File: config.mk
export PLATFORM = sky130hd
export DESIGN_NAME = iaosp_parser
export DESIGN_NICKNAME = d
export VERILOG_FILES = /design/src/hdl/iaosp_pkg.sv /design/src/hdl/iaosp_parser.sv
export SDC_FILE = /design/constraint.sdc
export NUM_CORES = 1
export LEC_CHECK = 0
export ABC_AREA = 1
export BUFFER_PORTS_ARGS = -buffer_cell sky130_fd_sc_hd__buf_2
export CORE_AREA = 5 5 146 148
export DETAILED_ROUTE_END_ITERATION = 7
export DIE_AREA = 0 0 151 153
export PLACE_DENSITY = 0.71
export SYNTH_ARGS = -nofsm -noshare
export SYNTH_HDL_FRONTEND = slang
export SYNTH_SLANG_ARGS = --single-unit
export TNS_END_PERCENT = 30
File: constraint.sdc
create_clock -name clk -period 9.19 [get_ports clk]
set_clock_uncertainty 0.2 [all_clocks]
set_input_delay 0.919 -clock clk [delete_from_list [all_inputs] [get_ports clk]]
set_output_delay 0.919 -clock clk [all_outputs]
set_load 0.05 [all_outputs]
File: src/hdl/iaosp_pkg.sv
package iaosp_pkg;

  localparam int unsigned ByteW   = 8;
  localparam int unsigned LenW    = 16;
  localparam int unsigned RefW    = 64;
  localparam int unsigned SideW   = 8;
  localparam int unsigned SharesW = 32;
  localparam int unsigned SymW    = 64;
  localparam int unsigned PriceW  = 32;
  localparam int unsigned ResW    = RefW + SideW + SharesW + SymW + PriceW;

  localparam logic [ByteW-1:0] KindAdd     = 8'h41;
  localparam logic [ByteW-1:0] KindAddAttr = 8'h46;

  localparam logic [LenW-1:0] OfsReference = 16'd11;
  localparam logic [LenW-1:0] OfsSide      = 16'd19;
  localparam logic [LenW-1:0] OfsShares    = 16'd20;
  localparam logic [LenW-1:0] OfsSymbol    = 16'd24;
  localparam logic [LenW-1:0] OfsPrice     = 16'd32;
  localparam logic [LenW-1:0] OfsEnd       = 16'd36;

  typedef enum logic [2:0] {
    PH_LEN_HI = 3'b001,
    PH_LEN_LO = 3'b010,
    PH_BODY   = 3'b100
  } phase_t;

  typedef struct packed {
    logic [PriceW-1:0]  order_price;
    logic [SymW-1:0]    stock_symbol;
    logic [SharesW-1:0] share_count;
    logic [SideW-1:0]   order_side;
    logic [RefW-1:0]    order_reference;
  } order_t;

  typedef struct packed {
    logic main_valid;
    logic skid_valid;
  } buf_status_t;

endpackage

File: src/hdl/iaosp_parser.sv
module iaosp_parser (
  input  logic                   clk,
  input  logic                   rst,
  input  logic                   accept,
  input  logic [iaosp_pkg::ByteW-1:0] data_byte,
  output logic                   res_valid,
  output iaosp_pkg::order_t      res
);
  import iaosp_pkg::*;

  phase_t              phase, phase_next;
  logic [LenW-1:0]     body_length, body_length_next;
  logic [LenW-1:0]     body_position, body_position_next;
  logic [ByteW-1:0]    message_kind, message_kind_next;
  logic [RefW-1:0]     held_reference, held_reference_next;
  logic [SideW-1:0]    held_side, held_side_next;
  logic [SharesW-1:0]  held_shares, held_shares_next;
  logic [SymW-1:0]     held_symbol, held_symbol_next;
  logic [PriceW-1:0]   held_price, held_price_next;
  logic [LenW:0]       pos_inc;
  logic                last;

  assign pos_inc = {1'b0, body_position} + {{LenW{1'b0}}, 1'b1};
  assign last    = pos_inc >= {1'b0, body_length};

  always_comb begin
    phase_next          = phase;
    body_length_next    = body_length;
    body_position_next  = body_position;
    message_kind_next   = message_kind;
    held_reference_next = held_reference;
    held_side_next      = held_side;
    held_shares_next    = held_shares;
    held_symbol_next    = held_symbol;
    held_price_next     = held_price;
    res_valid           = 1'b0;
    if (accept) begin
      case (phase)
        PH_LEN_LO: begin
          body_length_next = {body_length[LenW-1:ByteW], data_byte};
          if (body_length_next == '0) begin
            phase_next = PH_LEN_HI;
          end else begin
            phase_next          = PH_BODY;
            body_position_next  = '0;
            message_kind_next   = '0;
            held_reference_next = '0;
            held_side_next      = '0;
            held_shares_next    = '0;
            held_symbol_next    = '0;
            held_price_next     = '0;
          end
        end
        PH_BODY: begin
          if (body_position == '0) begin
            message_kind_next = data_byte;
          end
          if (body_position >= OfsReference && body_position < OfsSide) begin
            held_reference_next = {held_reference[RefW-ByteW-1:0], data_byte};
          end else if (body_position == OfsSide) begin
            held_side_next = data_byte;
          end else if (body_position >= OfsShares && body_position < OfsSymbol) begin
            held_shares_next = {held_shares[SharesW-ByteW-1:0], data_byte};
          end else if (body_position >= OfsSymbol && body_position < OfsPrice) begin
            held_symbol_next = {held_symbol[SymW-ByteW-1:0], data_byte};
          end else if (body_position >= OfsPrice && body_position < OfsEnd) begin
            held_price_next = {held_price[PriceW-ByteW-1:0], data_byte};
          end
          body_position_next = pos_inc[LenW-1:0];
          if (last) begin
            phase_next = PH_LEN_HI;
            res_valid  = (message_kind_next == KindAdd) || (message_kind_next == KindAddAttr);
          end
        end
        default: begin
          body_length_next = {data_byte, {ByteW{1'b0}}};
          phase_next       = PH_LEN_LO;
        end
      endcase
    end
  end

  assign res.order_reference = held_reference_next;
  assign res.order_side      = held_side_next;
  assign res.share_count     = held_shares_next;
  assign res.stock_symbol    = held_symbol_next;
  assign res.order_price     = held_price_next;

  always_ff @(posedge clk) begin
    if (rst) begin
      phase <= PH_LEN_HI;
    end else begin
      phase <= phase_next;
    end
  end

  always_ff @(posedge clk) begin
    body_length    <= body_length_next;
    body_position  <= body_position_next;
    message_kind   <= message_kind_next;
    held_reference <= held_reference_next;
    held_side      <= held_side_next;
    held_shares    <= held_shares_next;
    held_symbol    <= held_symbol_next;
    held_price     <= held_price_next;
  end

endmodule

# After elaboration in Yosys (flattened, before gate mapping)
# Index checks and enable logic that the tools add are counted.
dict set report totals {
  register_bits 243
  in_bits 11
  output_inout_bits 201
  elab_cells 85
}
dict set report classes {
  n_addsub 1
  n_lt_le_gt_ge 9
  eq_ne 7
  n_mux 44
  bitwise_logic 2
  reduce_logical 12
}
# operator n
set op_table {}
lappend op_table {{$mux 64} 9}
lappend op_table {{$mux 32} 12}
lappend op_table {{$pmux 64 s2} 2}
lappend op_table {{$pmux 32 s2} 2}
lappend op_table {{$mux 8} 8}
lappend op_table {{$pmux 16 s2} 2}
lappend op_table {{$ge 16x5->1 const B} 2}
lappend op_table {{$logic_not 16->1} 2}
lappend op_table {{$lt 16x5->1 const B} 2}
lappend op_table {{$lt 16x6->1 const B} 2}
lappend op_table {{$pmux 8 s2} 2}
lappend op_table {{$add 16x1->17 const B} 1}
lappend op_table {{$ge 17x16->1} 1}
lappend op_table {{$eq 16x5->1 const B} 1}
lappend op_table {{$eq 8x7->1 const B} 2}
lappend op_table {{$ge 16x4->1 const B} 1}
lappend op_table {{$ge 16x6->1 const B} 1}
lappend op_table {{$mux 16} 1}
lappend op_table {{$mux 3} 2}
lappend op_table {{$pmux 3 s2} 1}
lappend op_table {{$reduce_and 3->1} 2}
lappend op_table {{$logic_and 1x1->1} 4}
lappend op_table {{$ne 2x2->1 const B} 2}
lappend op_table {{$reduce_and 2->1} 2}
lappend op_table {{other kinds (6)} 9}

# Longest topological paths before layout
# Gate-level depths: netlist of the first run.
dict set report logic_depth {
  ltp_word 9
  mapped_depth 25
  mapped_depth_nobuf 25
}

# Worst setup path before layout of the first run
# No wires, ideal clock.
dict set report synth_timing {
  kind {input -> output}
  from {input data_byte[5] in the netlist's numbering}
  to {output res[117] in the netlist's numbering}
  t_arrival_ps 3093
  required_ps 8071
  slack_ps 4978
  path_stages 10
  n_path_buf 2
  path_cell_list {inv_1 > nand4_1 > nor4_2 > nand2_1 > nand2_2 > inv_2 > o21a_1 > buf_4 > buf_6 > o22ai_1}
}
# element line
set synth_rtl {}
lappend synth_rtl {{from (decl)} iaosp_parser.sv:5} ;# input logic [iaosp_pkg::ByteW-1:0] data_byte,
lappend synth_rtl {{to (decl)} iaosp_parser.sv:7} ;# output iaosp_pkg::order_t res

==> metrics list, run 1 <==
- The first detailed-routing pass took 5 iterations.
- The clock net in this run drives a total of 243 sinks.
- Global routing finished with a remaining overflow of 0.
- Share of cell area taken by muxes after synthesis: 0%
- Cell Rows: 52
* DPL Wire Length: 16.1 mm
- Counting flops and latches in the post-synthesis netlist gives 243.
- Number of gates given a new drive strength after cts: 0
- Compound-cell area share of the yosys netlist: 12.8%
- PD cells: 231 nW/um^2
- Maximum fanout count along the critical path: 63
- Sorting the synthesized cells by area gives the leading types as sky130_fd_sc_hd__dfxtp_1, sky130_fd_sc_hd__edfxtp_1, sky130_fd_sc_hd__inv_1.
* Total Wirelength: 23.4 mm
* Final Hold Slack: 0.236 ns
- IO buf count: 211
- Ratio of cells with drive above 1 in the final layout: 23.2%
- Endpoint required time on the critical path: 8.07 ns
- Total routing usage reported by global routing: 19.6%
- The number of hold buffers added after CTS was 0.
- Counting every net in the synthesized netlist gives 1111.
- In this run the number of H-tree levels came out at 1.
* Kind of start point of the critical path: flop
- Final weighted congestion in routability-driven placement: 0.828
* Area fraction of the dominant cell type after synthesis: 43.4%
- By area, the combinational part of the netlist is dominated by simple AND/OR/NAND/NOR gates.
- Number of global-route vias before repair: 7336
* CTS tree: done
- STA puts the critical path data arrival time at 3.90 ns.
* DR WL/cell: 14.9 um
- The clock passes through at most 3 buffers.
* Share of synthesized area occupied by flip-flops and latches: 56.2%
* Leading cell type in the layout, fill and taps excluded: sky130_fd_sc_hd__inv_1
- Leakage power total: 0.00552 uW
* Maximum number of pins on one net before global-route repair: 65
- The count of nets left with antenna violations once routing finished came out at 0.
* Post-route DRC: 0
- After layout, the worst path uses 54.6% of the clock period.
- Area occupied by multi-input gates: 3000 sq um
- The initial utilization of the core area, before any placement, comes to 47.0%.
- The routed design could run at a clock period as short as 5.02 ns.
- Post-synthesis share of cell area spent on full adders, half adders and majority gates: 2.41%
- Crit path kind: reg -> out
- After clock tree synthesis, the setup repair step added 0 buffers.
* DIE HEIGHT: 153 um
* Max_cap viols: 0
* Placed cell area: 10600 sq um
* Sequential cell area: 5270 sq um
- Run status: finished, final reports clean
* Cells along the critical path: nor2_1, nand2_1, buf_4, nor2_4, buf_4, nand3_1, o22ai_1, buf_2
- From synthesis to final layout, the design area changed by 22.1%.
- Crit. End Element: output port
- Post-synthesis instance area: 9360 sq um
- Actual slew at the worst max-slew pin: 1.26 ns
- The top cell types in the final layout, fill and taps aside, are sky130_fd_sc_hd__inv_1, sky130_fd_sc_hd__buf_2, sky130_fd_sc_hd__dfxtp_1.
- Core region area: 19900 sq um
- Slew Limit Headroom: 15.6%
- The die covers 23100 sq um.
- Count of buffering cells on the critical path with inverters included: 3
- In this run the count of I/O pins placed on the die edge is 212.
* Hold violation count in the final report: 0
* Number of failing setup endpoints in the final timing report: 0
* Worst stage delay on the critical path: 1.03 ns
- Counting the fill cells in the layout gives 1820.
* Initial detailed-routing violation count: 466
- Global-route wire length before repair: 37.5 mm
- For this run, the post-layout net count is 1311.
- Measured along the x axis, the die boundary spans 151 um.
- Class of the most critical hold timing path: reg -> reg
- The most numerous cell type found on the critical path is sky130_fd_sc_hd__buf_4.
* Cell chosen for the clock root: sky130_fd_sc_hd__clkbuf_16
- Summing the areas of all xor and xnor instances in the mapped netlist gives 0.468% of the synthesized area.
- After detailed routing, the number of vias per cell comes to 4.85.
- sky130_fd_sc_hd__dfxtp_1 takes more of the synthesized area than any other cell.
* Average footprint of a synthesized cell: 8.65 sq um
- Post-route design area: 11400 sq um
- Max Transition Viols Final: 0
- Post-synthesis share of cell area spent on and, or, nand and nor gates: 16.1%
- Number of instances in the synthesized netlist: 1082
- Via count of the routed design: 7625
- Unique cell type count in the Yosys netlist: 33
- Max Clock Freq: 0.199 GHz
* Number of clock buffers inserted by TritonCTS: 26
* VDD IR-drop max: 0.206 mV
- After clock tree synthesis, the clock-pin slew on the worst setup and hold paths is 0.06 ns.
- For the final routed database, the setup TNS stands at 0 ns.
- Later-pin clock latency in the skew report: 0.53 ns
- Slowest stage cell on the critical path: sky130_fd_sc_hd__nand3_1
* Critical path's top delay family: simple AND/OR/NAND/NOR gates
- RSZ-0062 raised after global routing: no
- Yosys warning total: 0
* Antenna violations before repair: 0
## routing by layer
metal	vias up	part of all wire, %	track usage (%)
met5	-	0	0
met4	0	1.9	4.19
met3	31	7.0	4.65
met2	212	49	32.9
met1	3460	43	25.7
li1	3922	-	-
## worst register-to-register path: cells and delay by family, from the launching register on
kind | cells | cell delay, ns
and+or+nand+nor | 13 | 1.39
adders and majority gates | 2 | 0.55
buffers and inverters | 6 | 0.47
DFF | 1 | 0.45
AOI/OAI and AO/OA | 2 | 0.26
xor gates and xnor gates | 1 | 0.19
## layout make-up
class / count / area share [%]
diodes: 1 / 0.0219
clock buffers: 37 / 6.78
clock inverters: 9 / 0.504
inverters: 232 / 7.62
multi-input cells: 559 / 26.2
flip-flops and latches: 243 / 46.1
well taps: 270 / 2.96
repair buffers: 220 / 9.83
## logic make-up (layout without fill, tap and decap cells)
logic type	after synthesis	in the layout
AO/OA/AOI/OAI	180	180
flip-flops	243	243
AND/OR/NAND/NOR	356	356
adder cells (fa/ha/maj)	18	18
buffers and inverters	280	498
other	0	1
XOR/XNOR	5	5
## synth_stat cells (all sizes together)
library cell and instances:
inv 232, dfxtp 203, nand2 194, o22ai 136, nor2 67, nand3 66, edfxtp 40, buf 25
o21ai 25, clkbuf 23, ha 18, nand4 16, a21oi 15, nor3 7, xor2 5, nor4 3
or2 3, o211ai 1, o21a 1, o21bai 1, o41ai 1
## per-stage QoR
step           std cells  total power, uW  setup WS (ns)  util [%]
2_1_floorplan       1082             1560           4.98         -
6_report            1571             2640           4.17      57.4
4_1_cts             1570             2660           4.17      57.4
3_3_place_gp        1524             1660           4.34      53.2
5_1_grt             1570             2750           3.79      57.4
3_5_place_dp        1524             1660           4.33      53.2
## path summary, 6_finish.rpt
path,from,endpoint,slack (ns),cells after the start
worst max register to register,body_position[0]$_SDFFCE_PN0P_,phase[2]$_SDFFE_PP0P_,5.62,24
worst min register to register,held_reference[56]$_DFF_P_,held_reference[56]$_DFF_P_,0.24,2
worst min-delay path,held_reference[56]$_DFF_P_,held_reference[56]$_DFF_P_,0.24,2
worst max-delay path,phase[0]$_SDFFE_PP1P_,res[172],4.17,8
## registers in the layout, indices dropped and copies added (netlist names), 8 cells and up
register,count
held_reference,64
held_symbol,64
held_price,32
held_shares,32
body_length,16
body_position,16
held_side,8
message_kind,8
## power breakdown
| group | switching [uW] | internal, uW |
|---|---|---|
| sequential | 19.2 | 1160 |
| combinational | 369 | 96.6 |
| clock | 414 | 586 |
| total | 802 | 1840 |
No activity file was read; power rests on OpenSTA's default activity.
==> run 2: changes to the inputs <==
==> constraint.sdc (replaced) <==
create_clock -name clk -period 4.9 [get_ports clk]
set_clock_uncertainty 0.2 [all_clocks]
set_input_delay 0.49 -clock clk [delete_from_list [all_inputs] [get_ports clk]]
set_output_delay 0.49 -clock clk [all_outputs]
set_load 0.05 [all_outputs]
==> run 2 against run 1 <==
Via count increased by 0.56%. Largest cell class unchanged. Hold slack lost 0.18 ns. Core utilization rose by 0.12 points. Sequential share of layout area down 0.096 points. Largest power group unchanged. Global-route usage about the same. First-iteration DRC count is 6.4% lower. Register-to-register slack got worse by 4.2 ns. Sequential power is 87% higher. Design area up 0.21%. Clock power increased by 85%. Total power grew 87%. Worst setup slack got worse by 3.8 ns.
==> metrics list, run 2 (synthesized netlist as in run 1, its figures left out) <==
* Run status: finished, final reports clean
- Endpoint required time on the critical path: 4.21 ns (-3.86 ns)
- Net count, final: 1316 (+0.38%)
- The worst setup path is launched from a flop.
- Total I/O pin count: 212 (unchanged)
- Launching point of the worst reg2reg path: phase[1]$_SDFFE_PP0P_
- IO buf count: 211 (unchanged)
- The number of H-tree levels came to 1 (unchanged).
* Max Clock Freq: 0.220 GHz
- RSZ-0062 raised after global routing: no
- The cell count of the worst hold path came to 3 (+1).
- The DRC violations left was 0 (unchanged).
* Reg2Reg Capture Point: held_symbol[54]$_DFF_P_
- The post-detailed-routing wire length is 23.4 mm (+0.32%).
- The worst hold path begins at data_byte[1].
* Hold violation count in the final report: 0 (unchanged)
* Count of buffering cells on the critical path with inverters included: 5 (+2)
- The routed length per instance came to 14.9 um (+0.13%).
- The all-layer global routing usage was 19.6% (about the same).
- The power density over the cells was 431 nW/um^2 (+86%).
- The smallest clock period supported by the final layout is computed as 4.55 ns.
- The number of pins with negative max-slew slack in the final report was 0 (unchanged).
- The initial cell density of the core was 47.0% (unchanged).
- Final Hold Slack: 0.0560 ns (-0.180 ns)
- The count of max-cap constraint violations is 0 (unchanged).
* Cell Rows: 52 (unchanged)
* Later-pin clock latency in the skew report: 0.52 ns (about the same)
* Number of routed nets with antenna violations: 0 (unchanged)
* Number of failing setup endpoints in the final timing report: 0 (unchanged)
- Longest Clk Path Bufs: 3 (unchanged)
- The share of final-layout standard cells stronger than drive strength 1 came to 23.1% (-0.053 points).
- Critical path's top delay family: compound AO/OA/AOI/OAI gates
* Setup slack of the worst register-to-register path: 1.45 ns (-4.17 ns)
* Most frequent cell on the critical path: sky130_fd_sc_hd__inv_2
* Leakage power total: 0.00553 uW (+0.18%)
- From synthesis to final layout, the design area changed by 22.3%.
* Worst setup margin: 0.350 ns (-3.82 ns)
- The via count of the first global-routing pass is 7380 (+0.60%).
- Number of gates given a new drive strength after cts: 0 (unchanged)
- The number of antenna violations at the first check in global routing is 0 (unchanged).
- The actual slew at the worst max-slew pin is 1.06 ns (-0.198 ns).
- The number of iterations in the first detailed-routing pass is 4 (-1).
- Cell chosen for the clock root: sky130_fd_sc_hd__clkbuf_16
* Slowest stage cell on the critical path: sky130_fd_sc_hd__o21a_2
* Global-route wire length before repair: 37.6 mm (+0.24%)
- The via density per instance is 4.87 (+0.37%).
* Clock-pin slew of the registers on the worst-case setup and hold paths: 0.06 ns (about the same)
- Post-CTS setup repair buffer count: 0 (unchanged)
- Largest registers: held_reference: 64 flops, held_symbol: 64 flops
- The DRC marker count from the first detailed-route iteration is 436 (-6.4%).
- The number of sinks handled by clock tree synthesis was 243 (unchanged).
- The highest fanout seen on the critical path is 49 (-22%).
* Commonest cells after routing, fill and taps aside: sky130_fd_sc_hd__inv_1, sky130_fd_sc_hd__buf_2, sky130_fd_sc_hd__dfxtp_1
- Overall die area: 23100 sq um (unchanged)
- The placer's final routability congestion estimate came to 0.912 (+10%).
* Crit path kind: reg -> out
- Via count of the routed design: 7668 (+0.56%)
- The peak supply drop was 0.348 mV (+69%).
- The endpoint arrival time on the critical path is 3.86 ns (-0.04 ns).
- Depth of the most critical reg-to-reg path: 9 (-63%)
* Cell depth of the worst setup path: 10 (+2)
* Crit. End Element: output port
- Maximum number of pins on one net before global-route repair: 65 (unchanged)
- The final critical path takes up 92.9% of the cycle.
* Post-place setup slack: 0.823 ns (-3.51 ns)
- Sum of negative setup slack: 0 ns (unchanged)
- Class of the most critical hold timing path: in -> reg
* DPL Wire Length: 16.5 mm (+2.6%)
- Placed cell area: 10600 sq um (+0.28%)
- Grt ovf: 0 (unchanged)
- DIE HEIGHT: 153 um (unchanged)
- The longest individual stage delay on the worst path came to 0.95 ns (-0.08 ns).
* Post-route design area: 11500 sq um (+0.21%)
- The relative max-transition margin is 29.0% (+13 points).
* Core region area: 19900 sq um (unchanged)
- Number of clock buffers inserted by TritonCTS: 26 (unchanged)
- CTS tree: done
- Traced cell by cell, the critical path runs through inv_1, nor3_2, inv_2, a21oi_1, nand2_2, inv_2, o21a_2, buf_4, o22ai_1, buf_2.
- The die outline width is 151 um (unchanged).
- Worst Hold Endpoint: body_length[9]$_DFFE_PP_
- Leading cell type in the layout, fill and taps excluded: sky130_fd_sc_hd__inv_1
==> run 2: cell types whose count changed in the layout (fill, tap and decap cells not counted), sizes merged <==
cell         delta
buf             +4
clkbuf          +3
clkinv          -4
dlygate4sd3     +1
inv             -1
==> run 2: what timing repair did <==
item / in CTS / in global routing
hold endpoints to repair: 1 / 0
hold buffers: 1 / 0
endpoints found under the setup margin: 0 / 0
==> run 2: power breakdown <==
part	internal, uW	switching, uW
clock network	1110	746
logic	183	692
registers	2170	36.6
==> run 2: worst max-delay path by stage <==
stage | from | endpoint | slack, ns
floorplan | body_position[0]$_SDFFCE_PN0P_ | res_valid | 1.45
global placement | data_byte[4] | res[160] | 0.92
detailed placement | data_byte[4] | res[158] | 0.82
CTS | phase[1]$_SDFFE_PP0P_ | res[123] | 0.37
global route | phase[1]$_SDFFE_PP0P_ | res[152] | 0.08
finish | phase[1]$_SDFFE_PP0P_ | res[158] | 0.35
==> run 2: area by class of cell <==
cell class,instances,area (sq um)
flip-flops and latches,243,5270
fillers,1849,8460
clock buffers,40,796
repair buffers,225,1160
inverters,232,871
multi-input cells,559,3000
diodes,1,2.50
clock inverters,4,20.0
well taps,270,338
==> run 2: through the flow <==
stage / utilization (%) / power [uW] / instances
floorplan: - / 2920 / 1082
global placement: 53.4 / 3110 / 1528
detailed placement: 53.4 / 3120 / 1528
CTS: 57.5 / 4970 / 1573
global route: 57.5 / 5120 / 1573
finish: 57.5 / 4930 / 1574
==> run 2: routing by layer <==
metal  GRT usage [%]  up-vias  share of wire (%)
li1                -     3932                  -
met1            25.3     3470                 42
met2            32.0      226                 48
met3            5.48       40                7.8
met4            5.79        0                2.5
met5               0        -                  0
==> run 2: worst register-to-register path, stage by stage, from the launching register on <==
cell                      delay (ns)
sky130_fd_sc_hd__dfxtp_1        0.35
sky130_fd_sc_hd__inv_1          0.07
sky130_fd_sc_hd__nor3_2         0.19
sky130_fd_sc_hd__inv_2          0.19
sky130_fd_sc_hd__a21oi_1        0.28
sky130_fd_sc_hd__nand2_2        0.14
sky130_fd_sc_hd__inv_2          0.46
sky130_fd_sc_hd__o21a_2         0.96
sky130_fd_sc_hd__buf_4          0.34
sky130_fd_sc_hd__o22ai_1        0.10
